`src/hw/rtl/ilss_pkg.sv`:
```
`timescale 1ns / 1ps
`default_nettype none

package ilss_pkg;

    localparam int CAPACITY_DEF  = 64;
    localparam int WORD_BITS_DEF = 32;

    localparam int ACTION_W = 3;
    localparam int POS_W    = 7;
    localparam int VALUE_W  = 32;
    localparam int STATUS_W = 2;
    localparam int LEN_W    = 7;
    localparam int CFG_W    = 7;

    localparam logic [CFG_W-1:0] CFG_RESET = 7'd64;

    // cells per registered or-group on the read path
    localparam int GROUP = 8;

    typedef enum logic [ACTION_W-1:0] {
        ACT_APPEND = 3'd0,
        ACT_INSERT = 3'd1,
        ACT_READ   = 3'd2,
        ACT_REMOVE = 3'd3,
        ACT_CLEAR  = 3'd4
    } action_t;

    typedef enum logic [STATUS_W-1:0] {
        ST_DONE  = 2'd0,
        ST_RANGE = 2'd1,
        ST_FULL  = 2'd2
    } status_t;

    typedef struct packed {
        logic [ACTION_W-1:0] action;
        logic [POS_W-1:0]    position;
        logic [VALUE_W-1:0]  value;
    } in_t;

    typedef struct packed {
        logic [STATUS_W-1:0] status;
        logic [VALUE_W-1:0]  word_out;
        logic [LEN_W-1:0]    length_now;
    } out_t;

    typedef struct packed {
        logic load;
        logic take_left;
        logic take_right;
        logic sel;
    } cell_ctrl_t;

endpackage

`default_nettype wire

```
`src/hw/rtl/ilss_cell.sv`:
```
`timescale 1ns / 1ps
`default_nettype none

module ilss_cell #(
    parameter int WIDTH = 32
) (
    input  wire logic                clk,
    input  ilss_pkg::cell_ctrl_t     ctrl,
    input  wire logic [WIDTH-1:0]    vin,
    input  wire logic [WIDTH-1:0]    left,
    input  wire logic [WIDTH-1:0]    right,
    output logic      [WIDTH-1:0]    q,
    output logic      [WIDTH-1:0]    hit
);

    logic [WIDTH-1:0] q_reg;
    logic [WIDTH-1:0] q_next;

    always_comb
    begin
        q_next = q_reg;
        if (ctrl.load)
        begin
            q_next = vin;
        end
        else if (ctrl.take_left)
        begin
            q_next = left;
        end
        else if (ctrl.take_right)
        begin
            q_next = right;
        end
    end

    always_ff @(posedge clk)
    begin
        q_reg <= q_next;
    end

    assign q   = q_reg;
    assign hit = ctrl.sel ? q_reg : '0;

endmodule

`default_nettype wire

```
`config.mk`:
```
export PLATFORM = sky130hd
export DESIGN_NAME = ilss_cell
export DESIGN_NICKNAME = d
export VERILOG_FILES = /design/src/hw/rtl/ilss_pkg.sv /design/src/hw/rtl/ilss_cell.sv
export SDC_FILE = /design/constraint.sdc
export NUM_CORES = 1
export LEC_CHECK = 0
export ABC_AREA = 1
export CAP_MARGIN = 30
export CORE_MARGIN = 2
export CORE_UTILIZATION = 40
export CTS_CLUSTER_DIAMETER = 40
export DETAILED_ROUTE_END_ITERATION = 8
export DONT_BUFFER_PORTS = 1
export GPL_TIMING_DRIVEN = 0
export PLACE_DENSITY = 0.58
export SLEW_MARGIN = 20
export SYNTH_ARGS = -nofsm -noshare
export SYNTH_HDL_FRONTEND = slang
export SYNTH_SLANG_ARGS = --single-unit
```
`constraint.sdc`:
```
create_clock -name clk -period 3.4 [get_ports clk]
set_clock_uncertainty 0.05 [all_clocks]
set_input_delay 0.17 -clock clk [delete_from_list [all_inputs] [get_ports clk]]
set_output_delay 0.17 -clock clk [all_outputs]
set_load 0.02 [all_outputs]
```
[Yosys cells after proc, flatten, opt, wreduce, memory -nomap -nowiden]
Index checks and enable logic that the tools add are counted.
Storage, ports and cells
  register bits: 32
  input bits: 101
  word-level logic and storage cells: 6
Operators by class
  mux-type cells: 4
  reductions and logical operators: 1
Operators with widths (count)
  $mux 32: 4
  $reduce_bool 3->1: 1

[Logic depth before layout (Yosys ltp)]
Gate-level depths: netlist of run 1.
  word-level depth: 3
  mapped depth: 6

[Least setup slack after synthesis of run 1]
No wires, ideal clock.
  path type: input -> register
  from: in ctrl[3] (netlist name)
  to: reg q_reg[0], in the netlist q[0], enable pin
  library setup time: 0.390 ns
  data arrival time: 1.183 ns
  data required time: 2.960 ns
  setup slack: 1.777 ns
  stages: 4
  path buffers: 2
  cells stage by stage: buf_4 inv_4 buf_4 nand2_1
On the way
  longest elaborated chain between the ends: 1
Ends and longest elaborated chain
  start, declared: line ilss_cell.sv:8  | input ilss_pkg::cell_ctrl_t ctrl,
  $reduce_bool 3->1 (no source line)
  end signal, assigned: line ilss_cell.sv:38  | q_reg <= q_next;
  end, declared: line ilss_cell.sv:16  | logic [WIDTH-1:0] q_reg;
Every way passes these cells.
A chain may end at the register's enable or synchronous reset.

[Worst setup path after layout of run 1]
  from: in ctrl[3] (netlist name)
  to: reg q_reg[29], in the netlist q[29], enable pin
The elaborated chain is that of the path after synthesis.

==> impl_metrics.tcl, run 1 <==
set metrics [dict create \
    path_common_cell "buf_4" \
    synthTopCellsByArea "edfxtp_1 43%, nand2_1 27%, inv_1 16%" \
    synth_top_flop_cell "edfxtp_1" \
    synthDistinctLibCells 9 \
    place_congestion 0.7668 \
    drt_iter0_markers 67 \
    start_kind "input port" \
    die_w_um 78.66 \
    cts.sinks 32 \
    worstHoldPathType "input port to flip-flop" \
    setup_viol 0 \
    worst_slew_pin_slew_ns 0.7810 \
    vias 1929 \
    htree_num_levels 2 \
    p_per_area_nw_per_um2 436.5 \
    ios 165 \
    ys_async_sr_fraction_pct 0 \
    power_uw 1050 \
    p_leak_uw 0.001551 \
    critical_path_class "input port to flip-flop" \
    layout-drive-gt1-share_pct 7.736 \
    grt-ovfl-total 0 \
    cts_tree "done" \
    dieArea_um2 6187 \
    synth_top_area_share_pct 43.10 \
    area_delta_synth_final_pct 7.857 \
    gr-usage-met3_pct 5.747 \
    peakVddDrop_mv 0.1479 \
    cp.depth 4 \
    hpwl_um 4206 \
    netlist_area_um2 2230 \
    worst-path-max-fanout 32 \
    drc 0 \
    finalHoldViolCount 0 \
    num_rows 27 \
    synth_cells 341 \
    period_share_pct 37.08 \
    portBuffers 0 \
    ys_top_cells_by_count "161 x nand2_1, 96 x inv_1, 32 x edfxtp_1, 32 x nand3_1, 7 x buf_4" \
    yosysWarnings 0 \
    grt_pass1_wl_um 8355 \
    rsz0062_at_grt "false" \
    synth_edf_count 32 \
    min_period_ns 1.261 \
    cp.arrival_ns 1.12 \
    outcome "finished clean" \
    postCtsHoldBufs 0 \
    first_pass_iters 4 \
    cp_slowest_stage_delay_ns 0.58 \
    grtUsageTotal_pct 17.86 \
    ys_ff_latch 32 \
    yosysTopAreaCell "edfxtp_1" \
    antenna_cells 0 \
    hold_depth 2 \
    crit_path_top_delay_cell "nand2_2" \
    largest_register_ff_count 32 \
    antenna_found_initial 0 \
    synth_nets 442 \
    seq_area_frac_synth_pct 43.10 \
    path_cells "buf_4, inv_4, buf_4, nand2_2" \
    fmax_mhz 793.2 \
    critPathRequiredTime_ns 3.26 \
    grt_max_degree 33 \
    maxSlewViolCount 0 \
    worst_setup_path_end_kind "flip-flop" \
    maxCapViolCount 0 \
    cts_resized 0 \
    slew_headroom_pct 47.75 \
    avgSynthCellArea_um2 6.539 \
    postCtsSetupRepairBufs 0 \
    globalRouteMet1Util_pct 20.38 \
    synth_most_common_cell "nand2_1" \
    tns_ns 0 \
    start_util_pct 40.99 \
    met2_usage_pct 31.62 \
    top_usage_layer "met2" \
    cts_buffers 5 \
    cts_buffer_depth 2 \
    fp.dieH_um 78.66 \
    drtAntennaViolNets 0 \
    wl_per_cell_um 13.30 \
    via_per_inst 4.582 \
    cp_top_family "simple AND/OR/NAND/NOR gates" \
    core-area_um2 5439 \
    grt_pass1_vias 1712 \
    clockRootBuffer "clkbuf_8" \
    cts.clk_slew.worst_paths_ns 0.07 \
    crit_buf_inv 3 \
    wirelength_um 5598 \
    nets 449 \
]
[cell type report]
type	count	area, um^2
multi-input cells	194	770.7
inverters	98	372.9
fillers	585	3034
well taps	72	90.09
clock buffers	5	68.82
plain buffers	17	127.6
flip-flops and latches	32	960.9
clock inverters	3	13.76
[stage by stage]
stage               hold slack [ns]  cell area (um^2)  util, %  instances  setup WS [ns]
floorplan                    0.3017              2230        -        341          1.777
global placement             0.3100              2320    42.65        413          1.334
CTS                         0.01009              2405    44.21        421          2.106
detailed placement           0.3085              2322    42.70        413          1.805
global route                0.01339              2405    44.21        421          2.058
finish                      0.02260              2405    44.21        421          2.139
[cells by family after synthesis]
| group | count (synthesis) | share of synthesized area, % |
|---|---|---|
| and+or+nand+nor | 194 | 34.46 |
| DFF | 32 | 43.10 |
| buffers and inverters | 115 | 22.45 |
[report_power, final]
part / leakage, uW / internal, uW / switching [uW]
logic: 0.00117 / 56.0 / 134
clock network: 0.0000453 / 139 / 142
registers: 0.000336 / 492 / 86.5
total: 0.00155 / 687 / 363
[final timing paths]
kind / start / end / slack, ns
worst max-delay path: ctrl[3] / q[29] / 2.14
worst min-delay path: vin[18] / q[18] / 0.02
[cells in the final DEF, fill, tap and decap left out, drive strengths merged]
master  netlist  layout
buf          17      17
clkbuf        0       5
clkinv        0       3
edfxtp       32      32
inv          98      98
nand2       161     161
nand3        32      32
nor2          1       1
[metal layers]
metal  vias up  share of wire, %
met2        88                53
met1       853                40
met4         0              0.54
li1        986                 -
met3         2               6.8
met5         -                 0
(Power assumes the default switching activity.)
==> run 2: changes to the inputs <==
- ABC_AREA: 1 -> 0
- clock period: 3.4 -> 1.3 ns (I/O delays scaled with it)
==> run 2 against run 1 <==
Effect of this change:
- the run now ends with negative hold slack left
- sequential share of layout area is 0.51 points higher
- first-iteration DRC count did not move
- via count is 23% lower
- synthesized cell count is 49% lower
- clock power grew to 2.6 times the previous value
- utilization rose by 9.2 points
- combinational power rose to 2.7 times the previous value
- routed wire length down 9.5%
- die area is 15% lower
- critical path type is now flip-flop to output pin
- highest routed layer unchanged
==> impl_metrics.tcl, run 2 <==
set metrics [dict create \
    outcome "finished, violations left" \
    violations "negative hold slack" \
    critical_path_class "flip-flop to output pin" \
    grt_max_degree 33 \
    fmax_mhz 839.9 \
    synthDistinctLibCells 11 \
    slew_headroom_pct 69.76 \
    min_period_ns 1.191 \
    portBuffers 0 \
    start_util_pct 42.40 \
    tns_ns 0 \
    p_per_area_nw_per_um2 1152 \
    hold_ws_ns -0.004570 \
    via_per_inst 5.513 \
    cts_resized 0 \
    netlist_area_um2 1884 \
    synth_top_flop_cell "edfxtp_1" \
    ys_ff_latch 32 \
    worst_slew_pin_slew_ns 0.4536 \
    crit_path_start "q[31]" \
    nets 317 \
    crit_buf_inv 0 \
    cts_buffers 5 \
    grt-ovfl-total 0 \
    power_uw 2735 \
    worst-path-max-fanout 2 \
    worst_setup_path_end_kind "output pin" \
    dieArea_um2 5276 \
    cp_slowest_stage_delay_ns 0.50 \
    crit_path_top_delay_cell "edfxtp_1" \
    mostFrequentLayoutCells "34 x dlygate4sd3_1, 32 x mux2i_1, 32 x nand2_1, 32 x and2_1, 32 x edfxtp_1" \
    final_common_cell "dlygate4sd3_1" \
    p_leak_uw 0.0009744 \
    synth_nets 276 \
    wirelength_um 5064 \
    first_pass_iters 4 \
    grtUsageTotal_pct 19.32 \
    yosysTopAreaCell "edfxtp_1" \
    finalHoldViolCount 2 \
    drtAntennaViolNets 0 \
    vias 1483 \
    drc 0 \
    setup_viol 0 \
    worstHoldPathType "input port to flip-flop" \
    start_kind "flip-flop" \
    place_congestion 0.6731 \
    core-area_um2 4444 \
    num_rows 24 \
    clockRootBuffer "clkbuf_8" \
    maxCapViolCount 0 \
    die_w_um 72.64 \
    synth_edf_count 32 \
    cts_tree "done" \
    rsz0062_at_grt "false" \
    largest_register_ff_count 32 \
    cts.sinks 32 \
    hpwl_um 3576 \
    maxSlewViolCount 0 \
    cts.clk_slew.worst_paths_ns 0.06 \
    hold_start "right[25]" \
    path_cells "and2_1" \
    grt_pass1_wl_um 7665 \
    grt_pass1_vias 1570 \
    fp.dieH_um 72.64 \
    htree_num_levels 2 \
    yosysWarnings 0 \
    cp_top_family "flip-flops" \
    drt_iter0_markers 67 \
    hold_depth 2 \
    antenna_found_initial 0 \
    ys_top_cells_by_count "32 x and2_1, 32 x edfxtp_1, 32 x mux2i_1, 32 x nand2_1, 30 x o21ai_1" \
    period_share_pct 91.58 \
    avgSynthCellArea_um2 10.77 \
    ios 165 \
    peakVddDrop_mv 0.4889 \
    cp.depth 1 \
    cts_buffer_depth 2 \
    synth_cells 175 \
    postCtsSetupRepairBufs 0 \
    wl_per_cell_um 18.83 \
    synth_top_area_share_pct 51.00 \
    layout-drive-gt1-share_pct 7.373 \
    ys_async_sr_fraction_pct 0 \
    critPathRequiredTime_ns 1.19 \
    antenna_cells 0 \
    synthTopCellsByArea "edfxtp_1 51%, mux2i_1 17%, and2_1 11%" \
    cp.arrival_ns 1.08 \
    seq_area_frac_synth_pct 51.00 \
    area_delta_synth_final_pct 26.03 \
]
==> run 2: cell types whose count changed in the layout (fill, tap and decap cells not counted), sizes merged <==
cell and delta:
and2 +32, buf -7, clkbuf +6, clkinv -2, dlygate4sd3 +34, inv -98, mux2i +32, nand2 -129
nand3 -32, nor2 -1, o21ai +32, or3 +1
==> run 2: worst paths after layout <==
path	slack, ns	end
max	0.11	hit[31]
min	-0.005	q[25]
==> run 2: logic make-up (layout without fill, tap and decap cells) <==
group                  after synthesis  after routing  share of synthesized area (%)
AOI/OAI and AO/OA                   32             32                          8.499
buffers and inverters               14             56                          6.175
DFF                                 32             32                          51.00
muxes                               32             32                          17.00
and+or+nand+nor                     65             65                          17.33
==> run 2: metrics by stage <==
stage / utilization [%] / instances / setup WS [ns] / instance area [um^2] / hold slack (ns)
final: 53.43 / 269 / 0.1094 / 2375 / -0.004570
after CTS: 55.24 / 277 / 0.02195 / 2455 / 0.0002074
after global routing: 53.43 / 269 / 0.07356 / 2375 / 0.004304
after global placement: 43.98 / 227 / 0.1001 / 1954 / 0.2166
after floorplan: - / 175 / 0.2239 / 1889 / 0.2062
after detailed placement: 43.98 / 227 / 0.08906 / 1954 / 0.2211
==> run 2: what timing repair did <==
| action | 4_1_cts | 5_1_grt |
|---|---|---|
| hold buffers | 42 | 0 |
| hold endpoints to repair | 32 | 0 |
| setup endpoints to repair | 0 | 8 |
==> run 2: power breakdown <==
part / switching (uW) / internal, uW / leakage [uW] / total, uW
Sequential: 221 / 1280 / 0.000338 / 1510
Clock: 345 / 372 / 0.0000399 / 717
Combinational: 293 / 219 / 0.000596 / 513
==> run 2: cell type report <==
cell class	instances	area, um^2
plain buffers	14	116.4
clock buffers	7	76.32
clock inverters	1	3.754
fillers	392	2069
multi-input cells	129	812.0
flip-flops and latches	32	960.9
well taps	52	65.06
repair buffers	34	340.3
==> run 2: layer usage <==
| metal | global-route usage, % | share of wire (%) | vias to the layer above |
|---|---|---|---|
| met5 | 0 | 0 | - |
| met4 | 6.173 | 1.0 | 0 |
| met3 | 4.282 | 6.3 | 4 |
| met2 | 36.57 | 56 | 94 |
| met1 | 21.21 | 36 | 692 |
| li1 | - | - | 693 |
==> run 3: changes to the inputs <==
- SETUP_SLACK_MARGIN: unset -> 0.4
==> run 3 against run 2 <==
Effect of this change:
- largest power group unchanged
- sequential share of layout area is 3.5 points lower
- the flow now finishes without violations
- largest cell class unchanged
- clock power is 8.5% lower
- highest routed layer unchanged
- critical path depth stayed put
- die area is the same
- sequential cell count unchanged
- utilization up 5.0 points
- global-route usage up 1.4 points
==> impl_metrics.tcl, run 3 (synthesis gave the netlist of run 2 again) <==
set metrics [dict create \
    grt_pass1_wl_um 8169 \
    grtUsageTotal_pct 20.77 \
    ios 165 \
    first_pass_iters 4 \
    path_cells "and2_4" \
    period_share_pct 87.74 \
    fmax_mhz 876.7 \
    cts.clk_slew.worst_paths_ns 0.06 \
    rsz0062_at_grt "true" \
    mostFrequentLayoutCells "47 x dlygate4sd3_1, 32 x mux2i_1, 32 x nand2_1, 32 x and2_4, 32 x edfxtp_1" \
    tns_ns 0 \
    hpwl_um 3505 \
    portBuffers 0 \
    globalRouteMet1Util_pct 20.73 \
    cp.arrival_ns 1.03 \
    nets 331 \
    clockRootBuffer "clkbuf_8" \
    crit_path_top_delay_cell "edfxtp_1" \
    min_period_ns 1.141 \
    start_kind "flip-flop" \
    cts_tree "done" \
    largest_register_ff_count 32 \
    vias 1600 \
    place_area_um2 1964 \
    final_common_cell "dlygate4sd3_1" \
    crit_buf_inv 0 \
    maxCapViolCount 0 \
    p_per_area_nw_per_um2 1079 \
    layout-drive-gt1-share_pct 21.05 \
    cts_buffer_depth 2 \
    critPathRequiredTime_ns 1.19 \
    die_w_um 72.64 \
    wirelength_um 5669 \
    top_usage_layer "met2" \
    finalHoldViolCount 0 \
    gr-usage-met3_pct 5.249 \
    place_congestion 0.6694 \
    drc 0 \
    postCtsSetupRepairBufs 0 \
    worstHoldPathType "input port to flip-flop" \
    critical_path_class "flip-flop to output pin" \
    cts_buffers 5 \
    drt_iter0_markers 68 \
    cp_top_family "flip-flops" \
    cts.sinks 32 \
    grt-ovfl-total 0 \
    htree_num_levels 2 \
    met2_usage_pct 39.60 \
    dieArea_um2 5276 \
    worst-path-max-fanout 2 \
    setup_viol 0 \
    crit_path_start "q[22]" \
    core-area_um2 4444 \
    slew_headroom_pct 61.08 \
    num_rows 24 \
    fin_area_um2 2596 \
    via_per_inst 5.714 \
    peakVddDrop_mv 0.5489 \
    worst_setup_path_end_kind "output pin" \
    drtAntennaViolNets 0 \
    area_delta_synth_final_pct 37.78 \
    grt_max_degree 33 \
    wl_per_cell_um 20.25 \
    worst_slew_pin_slew_ns 0.5837 \
    hold_start "right[14]" \
    antenna_found_initial 0 \
    cp_slowest_stage_delay_ns 0.51 \
    p_leak_uw 0.001100 \
    fp.dieH_um 72.64 \
    outcome "finished clean" \
    start_util_pct 42.40 \
    antenna_cells 0 \
    maxSlewViolCount 0 \
    grt_pass1_vias 1745 \
]
[run 3: what timing repair did]
item / in CTS / in global routing
hold endpoints to repair: 32 / 0
hold buffers: 48 / 0
pin swaps: 1 / 2
setup endpoints to repair: 42 / 63
resized for setup: 64 / 1
[run 3: routing by layer]
metal  share of wire (%)  vias to the layer above
met5                   0                        -
met4                 3.3                        0
met3                 7.6                       19
met2                  55                      120
met1                  34                      745
li1                    -                      716
[run 3: cell type report]
| type | count | area, um^2 |
|---|---|---|
| Fill cell | 368 | 1848 |
| Clock buffer | 5 | 68.82 |
| Timing Repair Buffer | 48 | 483.0 |
| Tap cell | 52 | 65.06 |
| Multi-Input combinational cell | 129 | 892.1 |
| Buffer | 14 | 126.4 |
| Sequential cell | 32 | 960.9 |
[run 3: worst paths after layout]
kind	endpoint	cells after the start
setup / recovery	hit[22]	1
hold / removal	q[14]	2
[run 3: per-stage QoR]
step / total power (uW) / hold WS, ns / cells / setup WS, ns / util, %
floorplan: 1874 / 0.2062 / 175 / 0.2647 / -
global placement: 1952 / 0.2159 / 227 / 0.1763 / 44.20
detailed placement: 1961 / 0.2206 / 227 / 0.1638 / 44.20
CTS: 2828 / 0.0001534 / 280 / 0.1467 / 58.36
global route: 2923 / 0.009964 / 280 / 0.1260 / 58.42
finish: 2802 / 0.007595 / 280 / 0.1593 / 58.42
[run 3: report_power, final]
part	internal, uW	switching (uW)	total, uW
Combinational	316	314	629
Sequential	1290	231	1520
Clock	344	312	656
